File: src/design/fpcr_pkg.sv
// Package for the fixed-point cube root: widths, status codes and the pipeline word.
// Used by fpcr_stage and fixed_point_cube_root; depends on nothing.
package fpcr_pkg;

    localparam int unsigned DATA_BITS  = 32;
    localparam int unsigned SCALE_SHIFT = 16;
    localparam int unsigned N_BITS     = 2 * DATA_BITS;
    localparam int unsigned ROOT_BITS  = (N_BITS + 2) / 3;
    localparam int unsigned R2_BITS    = 2 * ROOT_BITS;
    localparam int unsigned R3_BITS    = 3 * ROOT_BITS;
    localparam int unsigned CUBE_BITS  = R3_BITS + 2;
    localparam int unsigned LATENCY    = ROOT_BITS + 2;

    localparam logic [1:0] ST_OK  = 2'd0;
    localparam logic [1:0] ST_NAN = 2'd1;
    localparam logic [1:0] ST_OVF = 2'd2;

    typedef struct packed {
        logic                   valid;
        logic                   pass;
        logic                   neg;
        logic [1:0]             status;
        logic [DATA_BITS-1:0]   pass_val;
        logic [N_BITS-1:0]      n;
        logic [ROOT_BITS-1:0]   r;
        logic [R2_BITS-1:0]     r2;
        logic [R3_BITS-1:0]     r3;
    } t_work;

endpackage

File: src/design/fpcr_stage.sv
// One root bit of the cube root pipeline: trial cube by shifted adds, compare, register.
// Depends on fpcr_pkg.
module fpcr_stage #(
    parameter int unsigned BIT = 0
) (
    input  logic           i_clk,
    input  logic           i_rst_n,
    input  fpcr_pkg::t_work i_st,
    output fpcr_pkg::t_work o_st
);
    import fpcr_pkg::*;

    logic [CUBE_BITS-1:0] t_r;
    logic [CUBE_BITS-1:0] t_r2;
    logic [CUBE_BITS-1:0] t_cube;
    logic                 t_keep;
    t_work                n_st;
    t_work                r_st;

    // The candidate cube is (r + 2^b)^3 = r^3 + 3 r^2 2^b + 3 r 2^2b + 2^3b.
    always_comb begin
        t_r    = CUBE_BITS'(i_st.r);
        t_r2   = CUBE_BITS'(i_st.r2);
        t_cube = CUBE_BITS'(i_st.r3) + ((t_r2 + (t_r2 << 1)) << BIT)
               + ((t_r + (t_r << 1)) << (2 * BIT)) + (CUBE_BITS'(1) << (3 * BIT));
        t_keep = t_cube <= CUBE_BITS'(i_st.n);
        n_st   = i_st;
        if (t_keep) begin
            n_st.r  = i_st.r | (ROOT_BITS'(1) << BIT);
            n_st.r2 = i_st.r2 + (R2_BITS'(i_st.r) << (BIT + 1))
                    + (R2_BITS'(1) << (2 * BIT));
            n_st.r3 = t_cube[R3_BITS-1:0];
        end
    end

    always_ff @(posedge i_clk) begin
        if (!i_rst_n) begin
            r_st.valid <= 1'b0;
        end else begin
            r_st.valid <= n_st.valid;
        end
    end

    always_ff @(posedge i_clk) begin
        r_st.pass     <= n_st.pass;
        r_st.neg      <= n_st.neg;
        r_st.status   <= n_st.status;
        r_st.pass_val <= n_st.pass_val;
        r_st.n        <= n_st.n;
        r_st.r        <= n_st.r;
        r_st.r2       <= n_st.r2;
        r_st.r3       <= n_st.r3;
    end

    assign o_st = r_st;

endmodule

File: config.mk
export PLATFORM = sky130hd
export DESIGN_NAME = fpcr_stage
export DESIGN_NICKNAME = d
export VERILOG_FILES = /design/src/design/fpcr_pkg.sv /design/src/design/fpcr_stage.sv
export SDC_FILE = /design/constraint.sdc
export NUM_CORES = 1
export LEC_CHECK = 0
export BUFFER_PORTS_ARGS = -buffer_cell sky130_fd_sc_hd__buf_2
export CORE_AREA = 2 2 182 184
export DETAILED_ROUTE_END_ITERATION = 10
export DIE_AREA = 0 0 184 186
export PLACE_DENSITY = 0.81
export SLEW_MARGIN = 20
export SYNTH_ARGS = -nofsm -noshare
export SYNTH_HDL_FRONTEND = slang
export SYNTH_SLANG_ARGS = --single-unit
File: constraint.sdc
create_clock -name i_clk -period 9.1 [get_ports i_clk]
set_input_delay 0.91 -clock i_clk [delete_from_list [all_inputs] [get_ports i_clk]]
set_output_delay 0.91 -clock i_clk [all_outputs]
set_load 0.05 [all_outputs]
==> metrics <==
CTS H-tree lvls=1; family with the most delay on the worst path=compound AO/OA/AOI/OAI gates; warnings from Yosys=0; WS Path Type=input pin to flip-flop; Overflow after GRT=0; 1st-iter DRT viols=781; TritonCTS Buffers=25; DP Worst Slack=between 0.3 and 0.4 ns; GR Util met2=45.9%; CTS tree=done; Final Util=between 50% and 60%; async set-or-reset flop fraction in the synthesized netlist=0%; final WL=approximately 46000 um; met3 Resource Use GR=between 5 and 6%; Crit path required time=about 9.5 ns; max FFs per register=around 230; Synth Net Count=2038; Mapped Cells=between 1500 and 2000; die width=about 180 um; unrepaired setup endpoints after global routing=false; fin worst setup slack=approximately 0.89 ns; Hold-fix buffers, CTS=0; fmax=roughly 120 MHz; crit-path max cell delay=between 0.5 and 0.6 ns; largest net degree at the start of global routing=38; startpoint types=input pin; top-level port count=between 400 and 500; CP Capture Type=flip-flop; First-pass DRT Iterations=5; final count of pins violating max slew=0; setup violators final=0; worst-path fanout max=21; Final Hold Viols=0; setup repair bufs after CTS=0; fin cells=~2400; Post-CTS Resized=0; Leak Pwr=between 9 and 10 nW; IO Port Bufs=467; Final Wtd Congestion=between 0.9 and 1; register area share after synthesis=a little under a third; Pwr per Cell Area=roughly 260 nW/um^2; setup TNS=0 ns; grt met1 use=31.4%; dpl cells=2376; CTS Buffer Depth=3; Tmin final=~8 ns; mapped cell area=approximately 15000 um^2; DRC Markers=0; antenna viol nets, final=0; EDFF count, synth=0; area grow syn2layout=24.7%; Die Ht=186 um; status=complete, no violations; WP buf/inv=6; Pwr Total=roughly 4.8 mW; Hold WC Path Type=input pin to flip-flop; initial antenna violation count=3; busiest grt layer=met2; clk sinks=~230; CP max-delay cell=fa_1; Min Hold Slack=around 0.46 ns; final instance area=around 18000 um^2; first-pass GRT wire length=slightly below 70000 um; Post-DP Area=between 15000 and 20000 um^2; site row count=66; Initial Utilization=around 46%; vias in the first global route=approximately 13000; most frequent cells in the layout=buf_2 (467), dfxtp_1 (233), inv_1 (196), ha_1 (183), a21oi_1 (99); Max VDD drop=0.261 mV; wire per inst=~19 um; Top cell by count, worst path=inv_1; NumNets Final=~2500; root buffer selected by CTS=clkbuf_16; crit path DAT=~8.6 ns; Most used DFF post-synth=dfxtp_1; die footprint=roughly 34000 um^2; clock transition at the registers of the reported paths=~0.06 ns; Final period util=between 90% and 100%; syn_area_per_cell=9.63 um^2; layout cells sized above 1=between 20% and 30%; Vias/cell=between 5 and 6; DR vias=about 13000; Core Area=about 32000 um^2; Rel. slew slack=between 30% and 40%; Synth Register Bits=between 200 and 250; Slew @ Worst Pin=just under 1 ns; number of max-cap violations=0; HPWL after DPL=approximately 38000 um; count of cell types in the netlist=between 70 and 80; total track usage=between 20% and 30%; commonest non-fill, non-tap cell in the layout=buf_2
==> power breakdown <==
group	internal, mW	switching (mW)
Combinational	0.881	1.68
Sequential	1.12	0.0293
Clock	0.634	0.434
==> cells in the mapped netlist (36+ instances only) <==
library cell / n / area (um^2)
a21oi_1: 99 / 495
dfxtp_1: 233 / 4660
fa_1: 88 / 1760
ha_1: 183 / 2290
inv_1: 196 / 736
mux2_1: 43 / 484
nand2_1: 76 / 285
nand3_1: 36 / 180
nand4_1: 50 / 313
nor2_1: 62 / 233
o21ai_0: 68 / 340
xnor2_1: 72 / 631
xor2_1: 42 / 368
==> final timing paths <==
path,from,to,slack [ns],cells past startpoint
worst min-delay path,i_st[227],o_st[227]$_DFF_P_,0.46,1
worst max-delay path,i_st[6],o_st[14]$_DFF_P_,0.89,29
==> routing by layer <==
metal  part of all wire [%]  up-vias
li1                       -     6210
met1                     41     6283
met2                     49      547
met3                    7.3       87
met4                    2.9        4
met5                  0.054        -
==> cell families (layout without fill, tap and decap cells) <==
kind of cell,Yosys count,count (layout),synth area share [%]
simple gates,315,315,11.0
xor+xnor,114,114,6.76
fa+ha+maj,271,271,27.5
mux,56,56,4.19
buf+inv,239,719,6.25
flops,233,233,31.6
compound gates,304,304,12.8
other cells,0,1,0
==> cell type report <==
type / instances / area (um^2)
Antenna cell: 1 / 2.50
Clock inverter: 13 / 173
Clock buffer: 31 / 698
Multi-Input combinational cell: 1060 / 9190
Fill cell: 2800 / 13800
Timing Repair Buffer: 479 / 2440
Inverter: 196 / 736
Sequential cell: 233 / 4660
Tap cell: 408 / 510
Note: power is estimated with default switching activity, not from simulation.
